<file path="src/atcrt_pkg.sv">
package atcrt_pkg;

  localparam int QueueDepth       = 8;
  localparam int QueueIdxW        = (QueueDepth > 1) ? $clog2(QueueDepth) : 1;
  localparam int QueueCntW        = $clog2(QueueDepth + 1);
  localparam int LineCapacity     = 512;
  localparam int LineCntW         = $clog2(LineCapacity);
  localparam int ResponseCapacity = 1024;
  localparam int RespCntW         = $clog2(ResponseCapacity);
  localparam int NumPat           = 10;
  localparam int MaxPatLen        = 11;
  localparam int FifoDepth        = 2;

  typedef enum logic [1:0] {
    REQ_BYTE   = 2'd0,
    REQ_SUBMIT = 2'd1,
    REQ_TICK   = 2'd2,
    REQ_NONE   = 2'd3
  } req_e;

  typedef enum logic [2:0] {
    EV_ACCEPTED = 3'd0,
    EV_REJECTED = 3'd1,
    EV_START    = 3'd2,
    EV_DONE     = 3'd3,
    EV_URC      = 3'd4,
    EV_RESPONSE = 3'd5
  } event_e;

  typedef enum logic [1:0] {
    ST_OK      = 2'd0,
    ST_ERROR   = 2'd1,
    ST_TIMEOUT = 2'd2
  } status_e;

  // Line classes produced by the front end.
  typedef enum logic [2:0] {
    CL_NONE  = 3'd0,
    CL_OK    = 3'd1,
    CL_ERROR = 3'd2,
    CL_URC   = 3'd3,
    CL_CEREG = 3'd4,
    CL_OTHER = 3'd5,
    CL_PDU   = 3'd6
  } line_cls_e;

  typedef struct packed {
    req_e           req;
    line_cls_e      cls;
    logic [LineCntW-1:0] len;
    logic [7:0]     tag;
    logic           reg_flag;
    logic [31:0]    timeout;
    logic [31:0]    now;
  } op_t;

  localparam int OpW = $bits(op_t);

  typedef struct packed {
    event_e              kind;
    logic [7:0]          tag;
    status_e             status;
    logic [LineCntW-1:0] llen;
    logic [RespCntW-1:0] rlen;
    logic                appended;
    logic                last;
  } result_t;

  localparam int ResW = $bits(result_t);

  function automatic logic [3:0] pat_len(input int p);
    case (p)
      0: pat_len = 4'd2;
      1: pat_len = 4'd5;
      2: pat_len = 4'd11;
      3: pat_len = 4'd11;
      4: pat_len = 4'd5;
      5: pat_len = 4'd6;
      6: pat_len = 4'd5;
      7: pat_len = 4'd7;
      8: pat_len = 4'd9;
      default: pat_len = 4'd6;
    endcase
  endfunction

  function automatic logic pat_exact(input int p);
    pat_exact = (p == 0) || (p == 1) || (p == 8);
  endfunction

  function automatic logic [7:0] pat_char(input int p, input logic [3:0] i);
    logic [87:0] s;
    case (p)
      0: s = {"OK", 72'd0};
      1: s = {"ERROR", 48'd0};
      2: s = "+CME ERROR:";
      3: s = "+CMS ERROR:";
      4: s = {"+CMT:", 48'd0};
      5: s = {"+CMTI:", 40'd0};
      6: s = {"+CDS:", 48'd0};
      7: s = {"+CEREG:", 32'd0};
      8: s = {"+MATREADY", 16'd0};
      default: s = {"+CPIN:", 40'd0};
    endcase
    pat_char = (i < 4'd11) ? s[8*(10 - 32'(i)) +: 8] : 8'd0;
  endfunction

endpackage

</file>
<file path="src/atcrt_front.sv">
module atcrt_front (
  input  logic                clk_i,
  input  logic                rst_ni,
  input  logic                valid_i,
  input  logic                stall_i,
  input  logic [1:0]          req_type_i,
  input  logic [7:0]          rx_byte_i,
  input  logic [7:0]          cmd_tag_i,
  input  logic                cmd_is_reg_query_i,
  input  logic [31:0]         timeout_ms_i,
  input  logic [31:0]         now_ms_i,
  output logic                op_valid_o,
  output atcrt_pkg::op_t      op_o
);
  import atcrt_pkg::*;

  logic [LineCntW-1:0] line_count_q, line_count_d;
  logic                line_overflow_q, line_overflow_d;
  logic                awaiting_pdu_q, awaiting_pdu_d;
  logic [15:0]         prefix_q, prefix_d;
  logic                fire;
  logic [NumPat-1:0]   hit;
  line_cls_e           cls;

  assign fire = valid_i && !stall_i;

  always_comb begin
    for (int p = 0; p < NumPat; p++) begin
      if (pat_exact(p)) begin
        hit[p] = prefix_q[p] && (32'(line_count_q) == 32'(pat_len(p)));
      end else begin
        hit[p] = prefix_q[p] && (32'(line_count_q) >= 32'(pat_len(p)));
      end
    end
  end

  always_comb begin
    if (awaiting_pdu_q) begin
      cls = CL_PDU;
    end else if (hit[0]) begin
      cls = CL_OK;
    end else if (hit[1] || hit[2] || hit[3]) begin
      cls = CL_ERROR;
    end else if (hit[7]) begin
      cls = CL_CEREG;
    end else if (hit[4] || hit[5] || hit[6] || hit[8] || hit[9]) begin
      cls = CL_URC;
    end else begin
      cls = CL_OTHER;
    end
  end

  always_comb begin
    line_count_d    = line_count_q;
    line_overflow_d = line_overflow_q;
    awaiting_pdu_d  = awaiting_pdu_q;
    prefix_d        = prefix_q;
    op_valid_o      = 1'b0;
    op_o.req        = req_e'(req_type_i);
    op_o.cls        = CL_NONE;
    op_o.len        = line_count_q;
    op_o.tag        = cmd_tag_i;
    op_o.reg_flag   = cmd_is_reg_query_i;
    op_o.timeout    = timeout_ms_i;
    op_o.now        = now_ms_i;
    if (fire) begin
      case (req_e'(req_type_i))
        REQ_SUBMIT, REQ_TICK: op_valid_o = 1'b1;
        REQ_BYTE: begin
          if (rx_byte_i == 8'h0A) begin
            if (line_overflow_q) begin
              line_overflow_d = 1'b0;
            end else if (line_count_q != '0) begin
              op_valid_o = 1'b1;
              op_o.cls   = cls;
              // A +CMT: header makes the next line unsolicited; the PDU
              // line itself clears the mark.
              if (awaiting_pdu_q) begin
                awaiting_pdu_d = 1'b0;
              end else if (cls == CL_URC && hit[4]) begin
                awaiting_pdu_d = 1'b1;
              end
            end
            line_count_d = '0;
            prefix_d     = '1;
          end else if (rx_byte_i != 8'h0D) begin
            if (32'(line_count_q) + 32'd1 < 32'(LineCapacity)) begin
              for (int p = 0; p < NumPat; p++) begin
                if (32'(line_count_q) < 32'(pat_len(p))) begin
                  if (pat_char(p, line_count_q[3:0]) != rx_byte_i) begin
                    prefix_d[p] = 1'b0;
                  end
                end else if (pat_exact(p)) begin
                  prefix_d[p] = 1'b0;
                end
              end
              line_count_d = line_count_q + 1'b1;
            end else begin
              line_count_d    = '0;
              prefix_d        = '1;
              line_overflow_d = 1'b1;
            end
          end
        end
        default: ;
      endcase
    end
  end

  always_ff @(posedge clk_i or negedge rst_ni) begin
    if (!rst_ni) begin
      line_count_q    <= '0;
      line_overflow_q <= 1'b0;
      awaiting_pdu_q  <= 1'b0;
      prefix_q        <= '1;
    end else begin
      line_count_q    <= line_count_d;
      line_overflow_q <= line_overflow_d;
      awaiting_pdu_q  <= awaiting_pdu_d;
      prefix_q        <= prefix_d;
    end
  end

endmodule

</file>
<file path="src/atcrt_fifo.sv">
module atcrt_fifo (
  input  logic                  clk_i,
  input  logic                  rst_ni,
  input  logic                  push_i,
  input  atcrt_pkg::op_t        data_i,
  input  logic                  pop_i,
  output logic                  valid_o,
  output atcrt_pkg::op_t        data_o,
  output logic [1:0]            count_o
);
  import atcrt_pkg::*;

  op_t        mem_q [FifoDepth];
  logic       wr_q, rd_q;
  logic [1:0] cnt_q;

  assign valid_o = cnt_q != 2'd0;
  assign data_o  = mem_q[rd_q];
  assign count_o = cnt_q;

  always_ff @(posedge clk_i) begin
    if (push_i) begin
      mem_q[wr_q] <= data_i;
    end
  end

  always_ff @(posedge clk_i or negedge rst_ni) begin
    if (!rst_ni) begin
      wr_q  <= 1'b0;
      rd_q  <= 1'b0;
      cnt_q <= 2'd0;
    end else begin
      if (push_i) begin
        wr_q <= ~wr_q;
      end
      if (pop_i) begin
        rd_q <= ~rd_q;
      end
      cnt_q <= cnt_q + {1'b0, push_i} - {1'b0, pop_i};
    end
  end

endmodule

</file>
<file path="src/atcrt_back.sv">
module atcrt_back (
  input  logic                  clk_i,
  input  logic                  rst_ni,
  input  logic                  op_valid_i,
  input  atcrt_pkg::op_t        op_i,
  output logic                  op_pop_o,
  output logic                  valid_o,
  input  logic                  stall_i,
  output atcrt_pkg::result_t    res_o
);
  import atcrt_pkg::*;

  logic [7:0]           q_tags [QueueDepth];
  logic [31:0]          q_tmo  [QueueDepth];
  logic                 q_reg  [QueueDepth];
  logic [QueueIdxW-1:0] head_q, head_d;
  logic [QueueCntW-1:0] count_q, count_d;
  logic                 busy_q, busy_d;
  logic [7:0]           tag_q, tag_d;
  logic                 reg_q, reg_d;
  logic [31:0]          deadline_q, deadline_d;
  logic [RespCntW-1:0]  resp_q, resp_d;

  // Two-slot result buffer; slot 1 holds the second result of an item.
  result_t r0_q, r1_q, r0_d, r1_d;
  logic    v0_q, v1_q;
  logic    n_res;
  logic    two;
  logic    free;
  logic    wr_en;
  logic [QueueIdxW-1:0] wr_idx;
  logic [31:0] diff;
  logic [RespCntW+1:0] need;
  logic [RespCntW-1:0] resp_app;
  logic    app_ok;

  assign valid_o = v0_q;
  assign res_o   = r0_q;
  // Accept a new op when the buffer will be empty after this cycle.
  assign free     = !v1_q && (!v0_q || !stall_i);
  assign op_pop_o = op_valid_i && free;

  function automatic result_t mk(event_e k, logic [7:0] t, status_e s,
                                 logic [LineCntW-1:0] l, logic [RespCntW-1:0] r,
                                 logic a);
    result_t x;
    x.kind = k; x.tag = t; x.status = s; x.llen = l; x.rlen = r;
    x.appended = a; x.last = 1'b0;
    return x;
  endfunction

  always_comb begin
    wr_idx = QueueIdxW'((32'(head_q) + 32'(count_q)) % QueueDepth);
  end

  assign diff     = op_i.now - deadline_q;
  assign need     = (RespCntW+2)'(resp_q) + (RespCntW+2)'(op_i.len) + (RespCntW+2)'(2);
  assign app_ok   = need < (RespCntW+2)'(ResponseCapacity);
  assign resp_app = resp_q + RespCntW'(op_i.len) + 1'b1;

  always_comb begin
    head_d = head_q; count_d = count_q; busy_d = busy_q; tag_d = tag_q;
    reg_d = reg_q; deadline_d = deadline_q; resp_d = resp_q;
    r0_d = mk(EV_ACCEPTED, 8'd0, ST_OK, '0, '0, 1'b0);
    r1_d = r0_d;
    n_res = 1'b0; two = 1'b0; wr_en = 1'b0;
    if (op_pop_o) begin
      case (op_i.req)
        REQ_SUBMIT: begin
          n_res = 1'b1;
          if (32'(count_q) >= QueueDepth) begin
            r0_d = mk(EV_REJECTED, op_i.tag, ST_OK, '0, '0, 1'b0);
          end else begin
            wr_en   = 1'b1;
            count_d = count_q + 1'b1;
            r0_d = mk(EV_ACCEPTED, op_i.tag, ST_OK, '0, '0, 1'b0);
          end
        end
        REQ_TICK: begin
          logic fin;
          fin = busy_q && !diff[31];
          if (fin) begin
            n_res = 1'b1;
            r0_d = mk(EV_DONE, tag_q, ST_TIMEOUT, '0, resp_q, 1'b0);
          end
          if ((fin || !busy_q) && count_q != '0) begin
            tag_d      = q_tags[head_q];
            reg_d      = q_reg[head_q];
            deadline_d = op_i.now + q_tmo[head_q];
            head_d     = QueueIdxW'((32'(head_q) + 1) % QueueDepth);
            count_d    = count_q - 1'b1;
            busy_d     = 1'b1;
            resp_d     = '0;
            if (fin) begin
              two  = 1'b1;
              r1_d = mk(EV_START, q_tags[head_q], ST_OK, '0, '0, 1'b0);
            end else begin
              n_res = 1'b1;
              r0_d = mk(EV_START, q_tags[head_q], ST_OK, '0, '0, 1'b0);
            end
          end else if (fin) begin
            busy_d = 1'b0;
          end
        end
        REQ_BYTE: begin
          n_res = 1'b1;
          case (op_i.cls)
            CL_OK: begin
              if (busy_q) begin
                busy_d = 1'b0;
                r0_d = mk(EV_DONE, tag_q, ST_OK, '0, resp_q, 1'b0);
              end else begin
                r0_d = mk(EV_URC, 8'd0, ST_OK, op_i.len, '0, 1'b0);
              end
            end
            CL_ERROR: begin
              if (busy_q) begin
                busy_d = 1'b0;
                two    = 1'b1;
                if (app_ok) resp_d = resp_app;
                r0_d = mk(EV_RESPONSE, tag_q, ST_OK, op_i.len,
                          app_ok ? resp_app : resp_q, app_ok);
                r1_d = mk(EV_DONE, tag_q, ST_ERROR, '0,
                          app_ok ? resp_app : resp_q, 1'b0);
              end else begin
                r0_d = mk(EV_URC, 8'd0, ST_OK, op_i.len, '0, 1'b0);
              end
            end
            CL_CEREG, CL_OTHER: begin
              if (busy_q && (op_i.cls == CL_OTHER || reg_q)) begin
                if (app_ok) resp_d = resp_app;
                r0_d = mk(EV_RESPONSE, tag_q, ST_OK, op_i.len,
                          app_ok ? resp_app : resp_q, app_ok);
              end else begin
                r0_d = mk(EV_URC, 8'd0, ST_OK, op_i.len, '0, 1'b0);
              end
            end
            default: r0_d = mk(EV_URC, 8'd0, ST_OK, op_i.len, '0, 1'b0);
          endcase
        end
        default: ;
      endcase
    end
    if (two) begin
      r1_d.last = 1'b1;
    end else begin
      r0_d.last = 1'b1;
    end
  end

  always_ff @(posedge clk_i) begin
    if (wr_en) begin
      q_tags[wr_idx] <= op_i.tag;
      q_tmo[wr_idx]  <= op_i.timeout;
      q_reg[wr_idx]  <= op_i.reg_flag;
    end
    if (op_pop_o) begin
      r0_q <= r0_d;
      r1_q <= r1_d;
    end else if (v0_q && !stall_i) begin
      r0_q <= r1_q;
    end
  end

  always_ff @(posedge clk_i or negedge rst_ni) begin
    if (!rst_ni) begin
      head_q <= '0; count_q <= '0; busy_q <= 1'b0; tag_q <= '0;
      reg_q <= 1'b0; deadline_q <= '0; resp_q <= '0;
      v0_q <= 1'b0; v1_q <= 1'b0;
    end else begin
      head_q <= head_d; count_q <= count_d; busy_q <= busy_d; tag_q <= tag_d;
      reg_q <= reg_d; deadline_q <= deadline_d; resp_q <= resp_d;
      if (op_pop_o) begin
        v0_q <= n_res || two;
        v1_q <= n_res && two;
      end else if (v0_q && !stall_i) begin
        v0_q <= v1_q;
        v1_q <= 1'b0;
      end
    end
  end

endmodule

</file>
<file path="src/at_command_response_tracker.sv">
// AT command tracker.
// Input channel: valid_i / stall_o with req_type_i selecting a received byte,
// a command submit or a time tick. Output channel: valid_o / stall_i, one
// beat per result; last_o marks the final beat of an input item.
// An item is taken every cycle while the queue between the front and the
// back is empty or drains its entry. A byte updates the line state in the
// cycle it is taken; an LF that ends a line passes the line class, found in
// that cycle, through the queue and a result register before its result
// appears. A busy error line and a tick that both times out and starts a
// command give two beats, which the back end delivers one after the other.
// When the receiver stalls, results hold in a two-entry buffer, the queue
// fills, and stall_o rises once it is full or its entry does not drain.
// Reset empties the command queue and the queue between the parts, clears
// the line state and leaves no command running.
module at_command_response_tracker (
  input  logic        clk_i,
  input  logic        rst_ni,
  input  logic        valid_i,
  output logic        stall_o,
  input  logic [1:0]  req_type_i,
  input  logic [7:0]  rx_byte_i,
  input  logic [7:0]  cmd_tag_i,
  input  logic        cmd_is_reg_query_i,
  input  logic [31:0] timeout_ms_i,
  input  logic [31:0] now_ms_i,
  output logic        valid_o,
  input  logic        stall_i,
  output logic [2:0]  event_kind_o,
  output logic [7:0]  event_tag_o,
  output logic [1:0]  done_status_o,
  output logic [8:0]  line_length_o,
  output logic [9:0]  response_length_o,
  output logic        appended_o,
  output logic        last_o
);
  import atcrt_pkg::*;

  logic    push, pop, fvalid;
  op_t     op_in, op_out;
  logic [1:0] fcnt;
  result_t res;

  // Conservative stall while the queue is full or its entry does not drain now.
  assign stall_o = (fcnt == 2'd2) || ((fcnt == 2'd1) && !pop);

  atcrt_front u_front (
    .clk_i, .rst_ni, .valid_i, .stall_i(stall_o), .req_type_i, .rx_byte_i,
    .cmd_tag_i, .cmd_is_reg_query_i, .timeout_ms_i, .now_ms_i,
    .op_valid_o(push), .op_o(op_in)
  );

  atcrt_fifo u_fifo (
    .clk_i, .rst_ni, .push_i(push), .data_i(op_in), .pop_i(pop),
    .valid_o(fvalid), .data_o(op_out), .count_o(fcnt)
  );

  atcrt_back u_back (
    .clk_i, .rst_ni, .op_valid_i(fvalid), .op_i(op_out), .op_pop_o(pop),
    .valid_o, .stall_i, .res_o(res)
  );

  assign event_kind_o      = res.kind;
  assign event_tag_o       = res.tag;
  assign done_status_o     = res.status;
  assign line_length_o     = res.llen;
  assign response_length_o = res.rlen;
  assign appended_o        = res.appended;
  assign last_o            = res.last;

  a_no_overflow: assert property (@(posedge clk_i) disable iff (!rst_ni)
    !(fcnt == 2'd2 && push && !pop)) else $error("queue overflow");
  a_last_only_end: assert property (@(posedge clk_i) disable iff (!rst_ni)
    valid_o && !last_o |-> event_kind_o == EV_RESPONSE ||
      event_kind_o == EV_DONE) else $error("bad first beat");
  a_stall_holds: assert property (@(posedge clk_i) disable iff (!rst_ni)
    valid_o && stall_i |=> valid_o) else $error("result dropped");

endmodule

</file>
<file path="config.mk">
export PLATFORM = sky130hd
export DESIGN_NAME = at_command_response_tracker
export DESIGN_NICKNAME = d
export VERILOG_FILES = /design/src/atcrt_pkg.sv /design/src/atcrt_front.sv /design/src/atcrt_fifo.sv /design/src/atcrt_back.sv /design/src/at_command_response_tracker.sv
export SDC_FILE = /design/constraint.sdc
export NUM_CORES = 1
export LEC_CHECK = 0
export BUFFER_PORTS_ARGS = -buffer_cell sky130_fd_sc_hd__buf_2
export CAP_MARGIN = 20
export CORE_ASPECT_RATIO = 0.7
export CORE_MARGIN = 4
export CORE_UTILIZATION = 30
export DETAILED_ROUTE_END_ITERATION = 7
export PLACE_DENSITY_LB_ADDON = 0.15
export SLEW_MARGIN = 10
export SYNTH_ARGS = -nofsm -noshare
export SYNTH_HDL_FRONTEND = slang
export SYNTH_SLANG_ARGS = --single-unit
</file>
<file path="constraint.sdc">
create_clock -name clk_i -period 6.2 [get_ports clk_i]
set_clock_uncertainty 0.05 [all_clocks]
set_input_delay 1.24 -clock clk_i [delete_from_list [all_inputs] [get_ports clk_i]]
set_output_delay 1.24 -clock clk_i [all_outputs]
set_load 0.005 [all_outputs]
</file>
==> impl_metrics.toml <==
[job]
drv_cap = 0

[timing]
finalCritPeriodShare_pct = 79.4
relSlewSlack_pct = 35.1
worst_pin_slew_ps = 971
setup_viol_count_final = 0
fin_crit_ps = 4920
report.final.slew_viol_count = 0
fin_tns_setup_ps = 0
fmaxAchievable_ghz = 0.203
grt_setup_unrepaired = "false"
finalHoldViolations = 0

[global_route]
grt-busiest-layer = "met1"
gr-usage-met3_pct = 2.50
track_usage_pct = 15.0
first_global_vias = 18200
grt_pass1_wl_um = 118000
grt_use_met1_pct = 22.7
grt_antenna_before_repair = 1
grt_start_max_net_pins = 61
gr-usage-met2_pct = 22.2
grt.overflow.total = 0

[worst_hold_path]
hold_path_class = "flop to flop"

[logic_synthesis]
synth-xor-area-share_pct = 2.79
synth-edff-count = 557
synth-compound-area-share_pct = 8.77
synthFlopType = "edfxtp_1"
ys.warnings.count = 0
synth_top_family_by_area = "multiplexers"
synth_cells = 2068
synth_async_sr_flop_share_pct = 13.4
ys_ff_latch = 643
synth_nets = 2243
synth.avg_cell_area_um2 = 14.4
yosysUniqueCellTypes = 81
ys_seq_area_share_pct = 63.4
syn_area_um2 = 29800
yosys.area_share.simple_pct = 6.68
synthAdderAreaFrac_pct = 3.82
synthMuxAreaShare_pct = 12.0

[floorplanning]
rows = 96
die_area_um2 = 105000
fp.dieW_um = 385
start_util_pct = 30.3
pin_count = 123
core_area_um2 = 98300
dieHeight_um = 272

[final_layout]
multi_input_area_um2 = 10200
fin_area_um2 = 34600
regArea_um2 = 18900
largest-register = "u_back.q_tmo"
fillers = 9535
areaGrowthSynthToFinish_pct = 15.9
final_common_cell = "edfxtp_1"
largest_reg_flops = 256
top_regs = "u_back.q_tmo: 256 flops, u_fifo.mem_q: 174 flops, u_back.q_tags: 64 flops"
drive_above_1_share_pct = 24.0
finalNetCount = 2382
layout_common_cells = "edfxtp_1 (557), mux2_2 (131), nand2_1 (124)"

[route]
vias_per_cell = 4.96
drt_iter0_drc = 1385
vias = 17800
wl_per_cell_um = 21.8
drt_wl_total_um = 78300
drc = 0
first_pass_iters = 5
ant_nets = 0

[power]
pwr_density_cell_nw_per_um2 = 509
power_switching_w = 0.00656
p_int_w = 0.0110
seq_power_share_pct = 34.2
p_leak_nw = 12.2
clockPowerShare_pct = 23.6
swShare_pct = 37.3
p_comb_share_pct = 42.1
ir_drop_mv = 0.226

[clock_tree]
clock-sinks = 643
cts_tree = "yes"
post_cts_buffers = 0
clk_pin_slew_ps = 60
cts_resized = 0
cts-buffers-inserted = 70
cts-root-buf = "clkbuf_16"
ctsHoldBuffers = 0
cts.path.max_buffers = 3
insertion_delay_ps = 650
cts-htree-levels = 3

[setup_path]
startpoint_type = "flop"
crit_arrival_ps = 5250
crit_fanout = 45
cp-end-kind = "flop"
criticalPathCategory = "flop to flop"
crit_required_ps = 6530

[place]
hpwlAfterDp_um = 52100
port-buffer-count = 122
place_area_um2 = 32300
gp_congestion = 0.862

[status]
status = "finished, final reports clean"
worst paths after layout:
| check | startpoint | to | slack [ps] | cells past startpoint |
|---|---|---|---|---|
| max | u_fifo.rd_q$_DFFE_PN0P_ | u_back.res_o[9]$_DFFE_PP_ | 1280 | 13 |
| min | u_front.prefix_q[3]$_DFFE_PN1P_ | u_front.prefix_q[3]$_DFFE_PN1P_ | 400 | 2 |
| max reg2reg | u_fifo.rd_q$_DFFE_PN0P_ | u_back.res_o[9]$_DFFE_PP_ | 1280 | 13 |
| min reg2reg | u_front.prefix_q[3]$_DFFE_PN1P_ | u_front.prefix_q[3]$_DFFE_PN1P_ | 400 | 2 |
| max in group asynchronous | rst_ni | u_front.prefix_q[4]$_DFFE_PN1P_ | 4410 | 2 |
| min in group asynchronous | rst_ni | u_back.resp_q[0]$_DFFE_PN0P_ | 660 | 1 |
Yosys cell counts (all sizes together), types with 10 or more instances:
cell type / n / area share (%)
or3: 10 / 0.21
nand2b: 18 / 0.40
dfstp: 10 / 0.88
a22o: 11 / 0.32
xor2: 38 / 1.1
nor2b: 11 / 0.23
edfxtp: 557 / 56
and3: 22 / 0.46
o21bai: 11 / 0.28
a22oi: 14 / 0.39
or2: 11 / 0.23
nor3: 23 / 0.39
o21ai: 117 / 2.0
xnor2: 56 / 1.7
o22ai: 11 / 0.23
dfrtp: 76 / 6.4
nor2: 119 / 1.5
and2: 12 / 0.29
buf: 42 / 0.72
ha: 83 / 3.5
nand3: 30 / 0.50
nand2: 124 / 1.6
nand4: 14 / 0.29
a21oi: 92 / 1.5
a221o: 17 / 0.57
inv: 89 / 1.1
mux2i: 20 / 0.67
mux2: 133 / 5.0
mux4: 83 / 6.3
nor4: 10 / 0.26
a21o: 21 / 0.53
o211ai: 14 / 0.37
clkbuf: 56 / 0.71
a31oi: 20 / 0.42
power by group through the flow:
| stage | Combinational (W) | Sequential, W | Clock, W |
|---|---|---|---|
| after global routing | 0.00816 | 0.00609 | 0.00449 |
| after CTS | 0.00746 | 0.00604 | 0.00431 |
| after global placement | 0.00735 | 0.00611 | 0 |
| after detailed placement | 0.00743 | 0.00612 | 0 |
| final | 0.00741 | 0.00602 | 0.00416 |
| after floorplan | 0.00534 | 0.00589 | 0 |
per-layer routing:
layer  vias up  share of wire (%)
met5         -                  0
met4         0                1.7
met3        92                4.6
met2       392                 44
met1      9082                 50
li1       8235                  -
critical path, cell delays in order (launching register included):
cell      delay (ps)
dfrtp_4          950
mux2i_1          490
inv_1            150
fa_1             430
a21o_1           170
a21oi_1          330
xnor2_1          160
nor4_4           320
a32o_2           490
nand2b_4         230
or2_1            350
inv_6             90
and2_4           170
a221o_1          260
per-stage QoR:
step | total power (W) | hold WS [ps] | std cells | utilization (%) | setup slack, ps
after floorplan | 0.0112 | 389 | 2068 | - | -877
after global placement | 0.0135 | 399 | 3457 | 32.8 | 1280
after detailed placement | 0.0136 | 400 | 3457 | 32.8 | 1240
after CTS | 0.0178 | 408 | 3585 | 35.2 | 1220
after global routing | 0.0187 | 427 | 3587 | 35.2 | 936
final | 0.0176 | 403 | 3589 | 35.2 | 1280
logic make-up after synthesis:
group,after synthesis
xor gates and xnor gates,94
AOI/OAI and AO/OA,400
muxes,236
adders and majority gates,88
buffers and inverters,190
DFF,643
and+or+nand+nor,417
area by class of cell:
class / count / area share [%]
Sequential cell: 643 / 54.7
Multi-Input combinational cell: 1235 / 29.6
Clock buffer: 97 / 5.78
Tap cell: 1323 / 4.79
Timing Repair Buffer: 165 / 3.25
Inverter: 92 / 1.01
Clock inverter: 31 / 0.829
Antenna cell: 3 / 0.0217
Note: power is estimated with default switching activity, not from simulation.
